===== config.mk =====
export PLATFORM = sky130hd
export DESIGN_NAME = led_driver_two_wire_serializer_core_flat
export DESIGN_NICKNAME = d
export VERILOG_FILES = /design/src/sv/ldtw_pkg.sv /design/src/sv/ldtw_chan_if.sv /design/src/sv/led_driver_two_wire_serializer_core.sv /design/src/sv/ldtw_front.sv /design/src/sv/ldtw_queue.sv /design/src/sv/ldtw_back.sv /design/src/flat_wrapper.sv
export VERILOG_INCLUDE_DIRS = /design/src /design/src/sv
export SDC_FILE = /design/constraint.sdc
export NUM_CORES = 1
export LEC_CHECK = 0
export BUFFER_PORTS_ARGS = -buffer_cell sky130_fd_sc_hd__buf_2
export CAP_MARGIN = 30
export CORE_ASPECT_RATIO = 0.7
export CORE_MARGIN = 5
export CORE_UTILIZATION = 35
export DETAILED_ROUTE_END_ITERATION = 12
export HOLD_SLACK_MARGIN = 0.02
export PLACE_DENSITY = 0.52
export SYNTH_ARGS = -nofsm -noshare
export SYNTH_HDL_FRONTEND = slang
export SYNTH_HIERARCHICAL = 1
export SYNTH_SLANG_ARGS = --single-unit

===== constraint.sdc =====
create_clock -name clk -period 7.8 [get_ports clk]
set_input_delay 1.56 -clock clk [delete_from_list [all_inputs] [get_ports clk]]
set_output_delay 1.56 -clock clk [all_outputs]
set_load 0.005 [all_outputs]

===== src/sv/led_driver_two_wire_serializer_core_defines.svh =====
// Assertion macros for the two-wire LED driver serializer.
// Included by files that carry concurrent assertions; needs clk and rst_n in scope.
`ifndef LED_DRIVER_TWO_WIRE_SERIALIZER_CORE_DEFINES_SVH
`define LED_DRIVER_TWO_WIRE_SERIALIZER_CORE_DEFINES_SVH

// Same-cycle implication, disabled during reset.
`define LDTW_ASSERT_IMP(lbl, ante, cons) \
  lbl: assert property (@(posedge clk) disable iff (!rst_n) (ante) |-> (cons)) \
    else $error("serializer assertion failed");

// Next-cycle implication, disabled during reset.
`define LDTW_ASSERT_NXT(lbl, ante, cons) \
  lbl: assert property (@(posedge clk) disable iff (!rst_n) (ante) |=> (cons)) \
    else $error("serializer assertion failed");

`endif


===== src/sv/ldtw_pkg.sv =====
// Shared types, codes and helpers of the two-wire LED driver serializer.
// No dependencies; used by scoped names except in header and interfaces.
package ldtw_pkg;

  typedef enum logic [1:0] {
    OP_CMD  = 2'd0,
    OP_ADDR = 2'd1,
    OP_DATA = 2'd2,
    OP_BRT  = 2'd3
  } op_t;

  typedef enum logic [1:0] {
    MODE_IDLE = 2'd0,
    MODE_OPEN = 2'd1,
    MODE_DROP = 2'd2
  } mode_t;

  typedef enum logic [1:0] {
    BK_IDLE  = 2'd0,
    BK_START = 2'd1,
    BK_BITS  = 2'd2,
    BK_STOP  = 2'd3
  } phase_t;

  localparam logic [7:0] ADDR_BASE  = 8'hC0;
  localparam logic [7:0] BRT_BASE   = 8'h80;
  localparam logic [7:0] BRT_ON     = 8'h08;
  localparam logic [7:0] BRT_MAX    = 8'h08;
  localparam logic [7:0] ADDR_MAX   = 8'd15;
  localparam logic [7:0] BRT_OFFSET = 8'h01;

  // One queued job: optional start, eight bits, optional stop.
  typedef struct packed {
    logic       start;
    logic       stop;
    logic [7:0] byte_val;
  } job_t;

  typedef struct packed {
    logic full;
    logic nonempty;
  } q_stat_t;

  function automatic logic [7:0] brt_encode(input logic [7:0] value);
    logic [7:0] b;
    b = (value > BRT_MAX) ? BRT_MAX : value;
    if (b != 8'd0) begin
      b = (b - BRT_OFFSET) | BRT_ON;
    end
    return BRT_BASE | b;
  endfunction

endpackage


===== src/sv/ldtw_chan_if.sv =====
// Valid/ready channel interfaces for requests and pin steps.
// No dependencies.
interface ldtw_in_if;
  logic       valid;
  logic       ready;
  logic [1:0] operation;
  logic [7:0] value;
  logic       last;

  modport source (output valid, output operation, output value, output last, input ready);
  modport sink   (input valid, input operation, input value, input last, output ready);
endinterface

interface ldtw_out_if;
  logic valid;
  logic ready;
  logic clock_level;
  logic data_level;
  logic final_step;

  modport source (output valid, output clock_level, output data_level, output final_step,
                  input ready);
  modport sink   (input valid, input clock_level, input data_level, input final_step,
                  output ready);
endinterface


===== src/sv/led_driver_two_wire_serializer_core.sv =====
// Two-wire LED driver serializer: each request (command, brightness, address, data)
// becomes a run of pin steps, LSB first, one step per result. A command or brightness
// request gives 31 steps, an address 27, a data byte 24 or 28 with last; rejected or
// empty requests give none. The step sequencer loads each job, then emits one step per
// cycle unless the output stalls; the front end takes requests into a two-entry job
// queue while the sequencer works. Depends on ldtw_pkg, ldtw_chan_if, ldtw_front,
// ldtw_queue, ldtw_back and the defines header.
`include "led_driver_two_wire_serializer_core_defines.svh"

module led_driver_two_wire_serializer_core (
  input  logic            clk,
  input  logic            rst_n,
  ldtw_in_if.sink         in_ch,
  ldtw_out_if.source      out_ch
);

  ldtw_pkg::q_stat_t q_stat;
  ldtw_pkg::job_t    push_job;
  ldtw_pkg::job_t    head_job;
  logic              push;
  logic              pop;

  ldtw_front u_front (
    .clk          (clk),
    .rst_n        (rst_n),
    .in_valid     (in_ch.valid),
    .in_ready     (in_ch.ready),
    .in_operation (in_ch.operation),
    .in_value     (in_ch.value),
    .in_last      (in_ch.last),
    .q_stat       (q_stat),
    .push         (push),
    .push_job     (push_job)
  );

  ldtw_queue u_queue (
    .clk      (clk),
    .rst_n    (rst_n),
    .push     (push),
    .push_job (push_job),
    .pop      (pop),
    .head_job (head_job),
    .q_stat   (q_stat)
  );

  ldtw_back u_back (
    .clk             (clk),
    .rst_n           (rst_n),
    .q_stat          (q_stat),
    .head_job        (head_job),
    .pop             (pop),
    .out_valid       (out_ch.valid),
    .out_ready       (out_ch.ready),
    .out_clock_level (out_ch.clock_level),
    .out_data_level  (out_ch.data_level),
    .out_final_step  (out_ch.final_step)
  );

  `LDTW_ASSERT_IMP(a_no_push_full, push, !q_stat.full)
  `LDTW_ASSERT_IMP(a_no_pop_empty, pop, q_stat.nonempty)
  `LDTW_ASSERT_IMP(a_final_clk_high, out_ch.valid && out_ch.final_step, out_ch.clock_level)

endmodule


===== src/sv/ldtw_front.sv =====
// Front end: accepts requests, tracks frame mode, turns requests into queued jobs.
// Depends on ldtw_pkg.
module ldtw_front (
  input  logic             clk,
  input  logic             rst_n,
  input  logic             in_valid,
  output logic             in_ready,
  input  logic [1:0]       in_operation,
  input  logic [7:0]       in_value,
  input  logic             in_last,
  input  ldtw_pkg::q_stat_t q_stat,
  output logic             push,
  output ldtw_pkg::job_t   push_job
);

  ldtw_pkg::mode_t mode_r;
  ldtw_pkg::mode_t mode_nxt;
  logic            acc;
  logic            idle;

  assign in_ready = !q_stat.full;
  assign acc      = in_valid && in_ready;
  assign idle     = (mode_r != ldtw_pkg::MODE_OPEN) && (mode_r != ldtw_pkg::MODE_DROP);

  always_comb begin
    mode_nxt          = mode_r;
    push              = 1'b0;
    push_job.start    = 1'b0;
    push_job.stop     = 1'b0;
    push_job.byte_val = in_value;
    if (acc) begin
      case (ldtw_pkg::op_t'(in_operation))
        ldtw_pkg::OP_CMD: begin
          if (idle) begin
            push           = 1'b1;
            push_job.start = 1'b1;
            push_job.stop  = 1'b1;
          end
        end
        ldtw_pkg::OP_BRT: begin
          if (idle) begin
            push              = 1'b1;
            push_job.start    = 1'b1;
            push_job.stop     = 1'b1;
            push_job.byte_val = ldtw_pkg::brt_encode(in_value);
          end
        end
        ldtw_pkg::OP_ADDR: begin
          if (idle) begin
            if (in_value > ldtw_pkg::ADDR_MAX) begin
              mode_nxt = in_last ? ldtw_pkg::MODE_IDLE : ldtw_pkg::MODE_DROP;
            end else if (in_last) begin
              mode_nxt = ldtw_pkg::MODE_IDLE;
            end else begin
              push              = 1'b1;
              push_job.start    = 1'b1;
              push_job.byte_val = ldtw_pkg::ADDR_BASE | in_value;
              mode_nxt          = ldtw_pkg::MODE_OPEN;
            end
          end
        end
        ldtw_pkg::OP_DATA: begin
          if (mode_r == ldtw_pkg::MODE_OPEN) begin
            push          = 1'b1;
            push_job.stop = in_last;
            if (in_last) begin
              mode_nxt = ldtw_pkg::MODE_IDLE;
            end
          end else if (mode_r == ldtw_pkg::MODE_DROP) begin
            if (in_last) begin
              mode_nxt = ldtw_pkg::MODE_IDLE;
            end
          end
        end
        default: begin
          mode_nxt = mode_r;
        end
      endcase
    end
  end

  always_ff @(posedge clk) begin
    if (!rst_n) begin
      mode_r <= ldtw_pkg::MODE_IDLE;
    end else begin
      mode_r <= mode_nxt;
    end
  end

endmodule


===== src/sv/ldtw_queue.sv =====
// Two-entry job queue between front end and step sequencer.
// Depends on ldtw_pkg.
module ldtw_queue (
  input  logic              clk,
  input  logic              rst_n,
  input  logic              push,
  input  ldtw_pkg::job_t    push_job,
  input  logic              pop,
  output ldtw_pkg::job_t    head_job,
  output ldtw_pkg::q_stat_t q_stat
);

  ldtw_pkg::job_t mem_r [2];
  logic           wr_ptr_r;
  logic           wr_ptr_nxt;
  logic           rd_ptr_r;
  logic           rd_ptr_nxt;
  logic [1:0]     cnt_r;
  logic [1:0]     cnt_nxt;

  assign head_job        = mem_r[rd_ptr_r];
  assign q_stat.full     = (cnt_r == 2'd2);
  assign q_stat.nonempty = (cnt_r != 2'd0);

  always_comb begin
    wr_ptr_nxt = push ? !wr_ptr_r : wr_ptr_r;
    rd_ptr_nxt = pop ? !rd_ptr_r : rd_ptr_r;
    cnt_nxt    = cnt_r + {1'b0, push} - {1'b0, pop};
  end

  always_ff @(posedge clk) begin
    if (push) begin
      mem_r[wr_ptr_r] <= push_job;
    end
  end

  always_ff @(posedge clk) begin
    if (!rst_n) begin
      wr_ptr_r <= 1'b0;
      rd_ptr_r <= 1'b0;
      cnt_r    <= 2'd0;
    end else begin
      wr_ptr_r <= wr_ptr_nxt;
      rd_ptr_r <= rd_ptr_nxt;
      cnt_r    <= cnt_nxt;
    end
  end

endmodule


===== src/sv/ldtw_back.sv =====
// Step sequencer: plays start, bit and stop steps of each job, one step per cycle
// while the registered output stage is empty or read. Depends on ldtw_pkg.
module ldtw_back (
  input  logic              clk,
  input  logic              rst_n,
  input  ldtw_pkg::q_stat_t q_stat,
  input  ldtw_pkg::job_t    head_job,
  output logic              pop,
  output logic              out_valid,
  input  logic              out_ready,
  output logic              out_clock_level,
  output logic              out_data_level,
  output logic              out_final_step
);

  ldtw_pkg::phase_t phase_r;
  ldtw_pkg::phase_t phase_nxt;
  logic [1:0]       sub_r;
  logic [1:0]       sub_nxt;
  logic [2:0]       bit_r;
  logic [2:0]       bit_nxt;
  logic [7:0]       byte_r;
  logic [7:0]       byte_nxt;
  logic             stop_r;
  logic             stop_nxt;
  logic             clk_pin_r;
  logic             data_pin_r;
  logic             ov_r;
  logic             oc_r;
  logic             od_r;
  logic             of_r;
  logic             adv;
  logic             step_clk;
  logic             step_data;
  logic             step_final;

  assign pop = (phase_r == ldtw_pkg::BK_IDLE) && q_stat.nonempty;
  assign adv = (phase_r != ldtw_pkg::BK_IDLE) && (!ov_r || out_ready);

  // Step outputs: pin levels after the current step.
  always_comb begin
    step_clk   = clk_pin_r;
    step_data  = data_pin_r;
    step_final = 1'b0;
    case (phase_r)
      ldtw_pkg::BK_START: begin
        case (sub_r)
          2'd0:    step_clk  = 1'b1;
          2'd1:    step_data = 1'b1;
          default: step_data = 1'b0;
        endcase
      end
      ldtw_pkg::BK_BITS: begin
        case (sub_r)
          2'd0: step_clk  = 1'b0;
          2'd1: step_data = byte_r[0];
          default: begin
            step_clk   = 1'b1;
            step_final = (bit_r == 3'd7) && !stop_r;
          end
        endcase
      end
      ldtw_pkg::BK_STOP: begin
        case (sub_r)
          2'd0: step_clk  = 1'b0;
          2'd1: step_data = 1'b0;
          2'd2: step_clk  = 1'b1;
          default: begin
            step_data  = 1'b1;
            step_final = 1'b1;
          end
        endcase
      end
      default: begin
        step_final = 1'b0;
      end
    endcase
  end

  // Next state.
  always_comb begin
    phase_nxt = phase_r;
    sub_nxt   = sub_r;
    bit_nxt   = bit_r;
    byte_nxt  = byte_r;
    stop_nxt  = stop_r;
    case (phase_r)
      ldtw_pkg::BK_IDLE: begin
        if (pop) begin
          phase_nxt = head_job.start ? ldtw_pkg::BK_START : ldtw_pkg::BK_BITS;
          sub_nxt   = 2'd0;
          bit_nxt   = 3'd0;
          byte_nxt  = head_job.byte_val;
          stop_nxt  = head_job.stop;
        end
      end
      ldtw_pkg::BK_START: begin
        if (adv) begin
          if (sub_r == 2'd2) begin
            phase_nxt = ldtw_pkg::BK_BITS;
            sub_nxt   = 2'd0;
          end else begin
            sub_nxt = sub_r + 2'd1;
          end
        end
      end
      ldtw_pkg::BK_BITS: begin
        if (adv) begin
          if (sub_r == 2'd2) begin
            sub_nxt  = 2'd0;
            bit_nxt  = bit_r + 3'd1;
            byte_nxt = {1'b0, byte_r[7:1]};
            if (bit_r == 3'd7) begin
              phase_nxt = stop_r ? ldtw_pkg::BK_STOP : ldtw_pkg::BK_IDLE;
            end
          end else begin
            sub_nxt = sub_r + 2'd1;
          end
        end
      end
      ldtw_pkg::BK_STOP: begin
        if (adv) begin
          if (sub_r == 2'd3) begin
            phase_nxt = ldtw_pkg::BK_IDLE;
            sub_nxt   = 2'd0;
          end else begin
            sub_nxt = sub_r + 2'd1;
          end
        end
      end
      default: begin
        phase_nxt = ldtw_pkg::BK_IDLE;
      end
    endcase
  end

  always_ff @(posedge clk) begin
    if (!rst_n) begin
      phase_r    <= ldtw_pkg::BK_IDLE;
      sub_r      <= 2'd0;
      bit_r      <= 3'd0;
      stop_r     <= 1'b0;
      clk_pin_r  <= 1'b1;
      data_pin_r <= 1'b1;
      ov_r       <= 1'b0;
    end else begin
      phase_r <= phase_nxt;
      sub_r   <= sub_nxt;
      bit_r   <= bit_nxt;
      stop_r  <= stop_nxt;
      if (adv) begin
        clk_pin_r  <= step_clk;
        data_pin_r <= step_data;
        ov_r       <= 1'b1;
      end else if (out_ready) begin
        ov_r <= 1'b0;
      end
    end
  end

  always_ff @(posedge clk) begin
    byte_r <= byte_nxt;
    if (adv) begin
      oc_r <= step_clk;
      od_r <= step_data;
      of_r <= step_final;
    end
  end

  assign out_valid       = ov_r;
  assign out_clock_level = oc_r;
  assign out_data_level  = od_r;
  assign out_final_step  = of_r;

endmodule


===== src/flat_wrapper.sv =====
// flat-port wrapper written by rule: the top's interface ports become plain ports
module led_driver_two_wire_serializer_core_flat 
  (clk, rst_n, in_ch_valid, in_ch_operation, in_ch_value, in_ch_last, in_ch_ready, out_ch_valid, out_ch_clock_level, out_ch_data_level, out_ch_final_step, out_ch_ready);
  ldtw_in_if in_ch_i ();
  ldtw_out_if out_ch_i ();
  input  logic clk;
  input  logic rst_n;
  input wire logic [$bits(in_ch_i.valid)-1:0] in_ch_valid;
  input wire logic [$bits(in_ch_i.operation)-1:0] in_ch_operation;
  input wire logic [$bits(in_ch_i.value)-1:0] in_ch_value;
  input wire logic [$bits(in_ch_i.last)-1:0] in_ch_last;
  output wire logic [$bits(in_ch_i.ready)-1:0] in_ch_ready;
  output wire logic [$bits(out_ch_i.valid)-1:0] out_ch_valid;
  output wire logic [$bits(out_ch_i.clock_level)-1:0] out_ch_clock_level;
  output wire logic [$bits(out_ch_i.data_level)-1:0] out_ch_data_level;
  output wire logic [$bits(out_ch_i.final_step)-1:0] out_ch_final_step;
  input wire logic [$bits(out_ch_i.ready)-1:0] out_ch_ready;
  assign in_ch_i.valid = in_ch_valid;
  assign in_ch_i.operation = in_ch_operation;
  assign in_ch_i.value = in_ch_value;
  assign in_ch_i.last = in_ch_last;
  assign in_ch_ready = in_ch_i.ready;
  assign out_ch_valid = out_ch_i.valid;
  assign out_ch_clock_level = out_ch_i.clock_level;
  assign out_ch_data_level = out_ch_i.data_level;
  assign out_ch_final_step = out_ch_i.final_step;
  assign out_ch_i.ready = out_ch_ready;
  led_driver_two_wire_serializer_core u_core (.clk(clk), .rst_n(rst_n), .in_ch(in_ch_i), .out_ch(out_ch_i));
endmodule

# Word-level counts from Yosys, hierarchy flattened
# Memories as Yosys holds them, arrays and structs flattened. A register that Yosys moved wholly into a read port is not among the register bits.
# Index checks and enable logic that the tools add are counted.
[totals] mem_bits_rw=20 n_memories=1 out_inout_bits=5 regBits=28 inputBits=15 elab_cells=148
[classes] n_lt_le_gt_ge=2 n_mux=69 reduce_logical=30 eq_ne=26 addsub=5
[memory_table] name="u_core.u_queue.mem_r" depth=2 word_bits=10 rd=1 rd_ports_with_merged_regs=1 write_ports=1 line_no="ldtw_queue.sv:13" rtl="ldtw_pkg::job_t mem_r [2];"
[ops] op="$mux 8" n=7
[ops] op="$mux 2" n=22
[ops] op="$pmux 8 s2" n=2
[ops] op="$mux 10" n=2
[ops] op="$mux 1" n=18
[ops] op="$ne 2x2->1 const B" n=9
[ops] op="$eq 2x2->1 const B" n=8
[ops] op="$gt 8x4->1 const B" n=2
[ops] op="$pmux 1 s3" n=5
[ops] op="$pmux 1 s2" n=5
[ops] op="$reduce_bool 2->1" n=5
[ops] op="$mux 3" n=3
[ops] op="$eq 2x1->1 const B" n=4
[ops] op="$pmux 2 s4" n=1
[ops] op="$reduce_and 4->1" n=2
[ops] op="$reduce_and 8->1" n=1
[ops] op="$reduce_bool 8->1" n=1
[ops] op="$reduce_or 2->1" n=4
[ops] op="$mux 7" n=1
[ops] op="$sub 7x1->7 const B" n=1
[ops] op="$logic_not 2->1" n=3
[ops] op="$ne 2x1->1 const B" n=3
[ops] op="$pmux 2 s3" n=1
[ops] op="$pmux 3 s2" n=1
[ops] op="other kinds (13)" n=21

# Longest topological paths before layout
[logic_depth] word_depth=7 ltp_mapped=9 mapped_depth_nobuf=9

# Cells and area by module
# Netlist, hierarchy kept.
[by_module_without_submodules] module="ldtw_back" n_inst=1 cells_each=130 area_each_um2=1308.8 seq_area_each_um2=550.5
[by_module_without_submodules] module="ldtw_queue" n_inst=1 cells_each=52 area_each_um2=945.9 seq_area_each_um2=700.7
[by_module_without_submodules] module="ldtw_front" n_inst=1 cells_each=68 area_each_um2=490.5 seq_area_each_um2=40.0

# Worst setup path after synthesis
# No wires, ideal clock.
[synth_path] kind="input to register" startpoint="in in_ch_value[4]" endpoint="mem u_core/u_queue/mem_r[0][0] (netlist bit), enable pin" path_buffers=0 setup_slack_ns=4.223 arrival_time_ns=3.198 stages=4 setup_ns=0.379 required_time_ns=7.421 path_cell_list="nor4_1 -> nand4b_1 -> a311oi_1 -> nor2b_1"
[synth_between] elab_chain_cells=7
[synth_lines] element="start: declaration" line_no="flat_wrapper.sv:10" rtl="input wire logic [$bits(in_ch_i.value)-1:0] in_ch_value;"
[synth_lines] element="$gt 8x4->1" line_no="ldtw_front.sv:50" rtl="if (in_value > ldtw_pkg::ADDR_MAX) begin"
[synth_lines] element="$mux 1" line_no="ldtw_front.sv:50"
[synth_lines] element="$mux 1" line_no="ldtw_front.sv:49" rtl="if (idle) begin"
[synth_lines] element="$pmux 1 s3" line_no="ldtw_front.sv:32" rtl="case (ldtw_pkg::op_t'(in_operation))"
[synth_lines] element="$mux 1" line_no="ldtw_front.sv:31" rtl="if (acc) begin"
[synth_lines] element="via u_core.push" line_no="led_driver_two_wire_serializer_core.sv:20" rtl="logic push;"
[synth_lines] element="$mux 1" line_no="ldtw_queue.sv:32" rtl="if (push) begin"
[synth_lines] element="$mux 1 (not written as such)" line_no="ldtw_queue.sv:33" rtl="mem_r[wr_ptr_r] <= push_job;"
[synth_lines] element="end: declaration" line_no="ldtw_queue.sv:13"
# The timed path passes the listed nets, and every way through them passes these cells.

# Final worst setup path
[layout_path] startpoint="in in_ch_value[4]" endpoint="mem u_core/u_queue/mem_r[0][4] (netlist bit), enable pin"
# Same word-level chain as after synthesis.

==> summary.md <==
| Metric | Value |
|---|---|
| Vias in the first global route | roughly 1800 |
| Vias post-DR | around 1800 |
| #FFs+latches synth | 49 |
| Worst Hold Class | register to register |
| Syn_area_per_cell | between 10 and 15 µm² |
| Post-synth EDFFs | 31 |
| DR iter-0 viols | 74 |
| Final WS setup | slightly below 4 ns |
| Remaining Overflow, GRT | 0 |
| Max Slew Vio Count | 0 |
| IO Count | 20 |
| Clock Latency Late Sink | between 0.2 and 0.3 ns |
| Final ANT Viol Nets | 0 |
| Delay of the slowest cell on the worst path | approximately 0.8 ns |
| Largest net degree at the start of global routing | 26 |
| Setup Skew | about 0.011 ns |
| Final Instance Count excl. Fillers | 370 |
| Most frequent cells in the layout | edfxtp_1 (31), nand2_1 (30), ha_1 (21) |
| Fin. Hold Viols | 0 |
| Core area | 7740 µm² |
| Status | completed |
| Net count after synthesis | around 290 |
| Resize count post-CTS | 0 |
| Max-cap violations | 0 |
| Total track usage | a little under an eighth |
| IO buf count | 19 |
| Routed WL per cell | around 14 µm |
| Final min period | a little under 4 ns |
| Post-synth cell types | 52 |
| Detail-routed via count per cell | between 4 and 5 |
| Clk slew on worst S/H paths | 0.08 ns |
| Most common cell after layout, fill and taps aside | edfxtp_1 |
| Cell Chain, Critical Path | buf_2, nor4_1, nand4b_1, a311oi_1, nor2b_1 |
| Most used DFF post-synth | edfxtp_1 |
| Clk buf depth | 2 |
| Global-route wire length before repair | approximately 8900 µm |
| Layout cells sized above 1 | 15.6% |
| CP arrival | around 3.8 ns |
| Async SR Flop Fraction | 0% |
| Area leader, netlist | edfxtp_1 |
| Worst Path Required | around 7.7 ns |
| Slew @ Worst Pin | between 0.9 and 1 ns |
| # setup viols final | 0 |
| Starting Density | a little over a third |
| Routed WL | roughly 5200 µm |
| CP top delay family | simple AND/OR/NAND/NOR gates |
| Leakage power | 0.00114 µW |
| Final Util | 38.9% |
| Setup TNS after final layout | 0 ns |
| Clock Tree Root | clkbuf_8 |
| Post-synth top area share | roughly a third |
| Die height | 84.1 µm |
| Final #Nets | a little over 300 |
| Critical path buffer and inverter count | 1 |
| Die Area | roughly 9700 µm² |
| Kind of critical path | primary input to register |
| F_max | around 260 MHz |
| Die width | ~120 µm |
| CTS Buf Count | 5 |
| Max-slew headroom | between 30% and 40% |
| Initial antenna violation count | 0 |
| Crit end category | register |
| Worst path slowest cell | nor2b_1 |
| Top cells by area, synth | edfxtp_1 (34%), dfxtp_1 (13%), ha_1 (9.6%) |
| Row count | 27 |
| Hold-fix buffer count after cts | 0 |
| Routability cong. | between 0.7 and 0.8 |
| # DRC | 0 |
| Clock sinks | 49 |
| Post-CTS Setup Repair Bufs | 0 |
| Layout area overhead | 9.71% |
| Pwr Density | 269 nW/µm² |
| Pre-CTS WS | between 3 and 4 ns |
| Post-synthesis sequential area ratio | 47.0% |
| Cell count after synthesis | 250 |
| VDD IR max | between 0.0001 and 0.00015 V |
| CTS tree | yes |
| Post-Place Cells | about 360 |
| RSZ-0062 raised after global routing | false |
| Layout filler cell count | about 730 |
| Worst setup SP type | primary input |
| Inserted Diodes | 0 |
| Yosys Warn Count | 6 |
| Crit path max fanout | 11 |
| Pre-Repair DR Iteration Count | 4 |
| Cell Area, Synth | 2750 µm² |
| Number of H-tree levels | 2 |
| Crit share post-route | just under 50% |
| Placed wire-length estimate | about 3800 µm |
==> cell usage after synthesis, types with 3 or more instances <==
library cell,number
o21a_1,4
nand4b_1,3
nand3_1,7
ha_1,21
buf_2,6
nor2b_1,9
mux2i_1,6
nand2_1,30
nand2b_1,7
and2_1,4
a21oi_1,3
edfxtp_1,31
a211oi_1,3
dfxtp_1,18
o22ai_1,3
inv_1,16
mux2_1,10
o21ai_0,11
mux2_2,7
nor2_1,11
==> registers in the layout, summed over array words and instances, names as in the netlist, 2 cells and up, named ones only <==
signal	flops
u_core/u_queue/cnt_r	2
u_core/u_back/phase_r	2
u_core/u_back/bit_r	3
u_core/u_queue/mem_r	20
u_core/u_front/mode_r	2
u_core/u_back/byte_r	8
u_core/u_back/sub_r	2
==> worst min-delay path: stages, from the launching register on <==
cell     delay (ns)
dfxtp_1        0.32
nand2_1        0.05
mux2i_1        0.05
==> layout make-up <==
| class | count | area, µm² | area share [%] |
|---|---|---|---|
| clock buffer | 8 | 90.1 | 2.99 |
| inverter | 16 | 60.1 | 1.99 |
| multi-input combinational | 177 | 1350 | 44.8 |
| sequential | 49 | 1290 | 42.9 |
| tap | 101 | 126 | 4.20 |
| timing repair buffer | 19 | 95.1 | 3.16 |
==> through the flow <==
stage,power [µW],hold WS [ns],cell area (µm²)
2_1_floorplan,593,0.435,2750
3_3_place_gp,667,0.450,2920
3_5_place_dp,667,0.456,2920
4_1_cts,821,0.469,3010
5_1_grt,873,0.478,3010
6_report,811,0.465,3010
==> power breakdown <==
| part | internal [µW] | leakage (µW) | switching, µW | total, µW |
|---|---|---|---|---|
| combinational | 128 | 0.000660 | 159 | 286 |
| clock | 72.4 | 0.0000455 | 78.6 | 151 |
| sequential | 346 | 0.000433 | 28.5 | 374 |
| total | 546 | 0.00114 | 266 | 811 |
==> per-layer routing <==
layer | share of wire, % | vias up | global-route usage [%]
met5 | 0 | - | 0
met4 | 1.1 | 0 | 3.16
li1 | - | 932 | -
met2 | 38 | 28 | 14.6
met3 | 3.7 | 5 | 2.75
met1 | 57 | 861 | 18.9
==> cell families (layout without fill, tap and decap cells) <==
logic type | Yosys count | after routing | synth area share [%]
XOR/XNOR | 2 | 2 | 1.14
adder cells (fa/ha/maj) | 21 | 21 | 9.57
AO/OA/AOI/OAI | 45 | 45 | 12.1
AND/OR/NAND/NOR | 85 | 85 | 16.6
multiplexers | 24 | 24 | 9.71
buffers and inverters | 24 | 43 | 3.83
flip-flops | 49 | 49 | 47.0
==> worst paths after layout <==
check | from | end | slack, ns | cells after the start
max | in_ch_value[4] | u_core/u_queue/mem_r[0][4] | 3.94 | 5
min | u_core/u_front/mode_r[0] | u_core/u_front/mode_r[0] | 0.47 | 2
min reg2reg | u_core/u_front/mode_r[0] | u_core/u_front/mode_r[0] | 0.47 | 2
max reg2reg | u_core/u_front/mode_r[1] | u_core/u_queue/mem_r[0][4] | 5.15 | 5
Note: power is estimated with default switching activity, not from simulation.
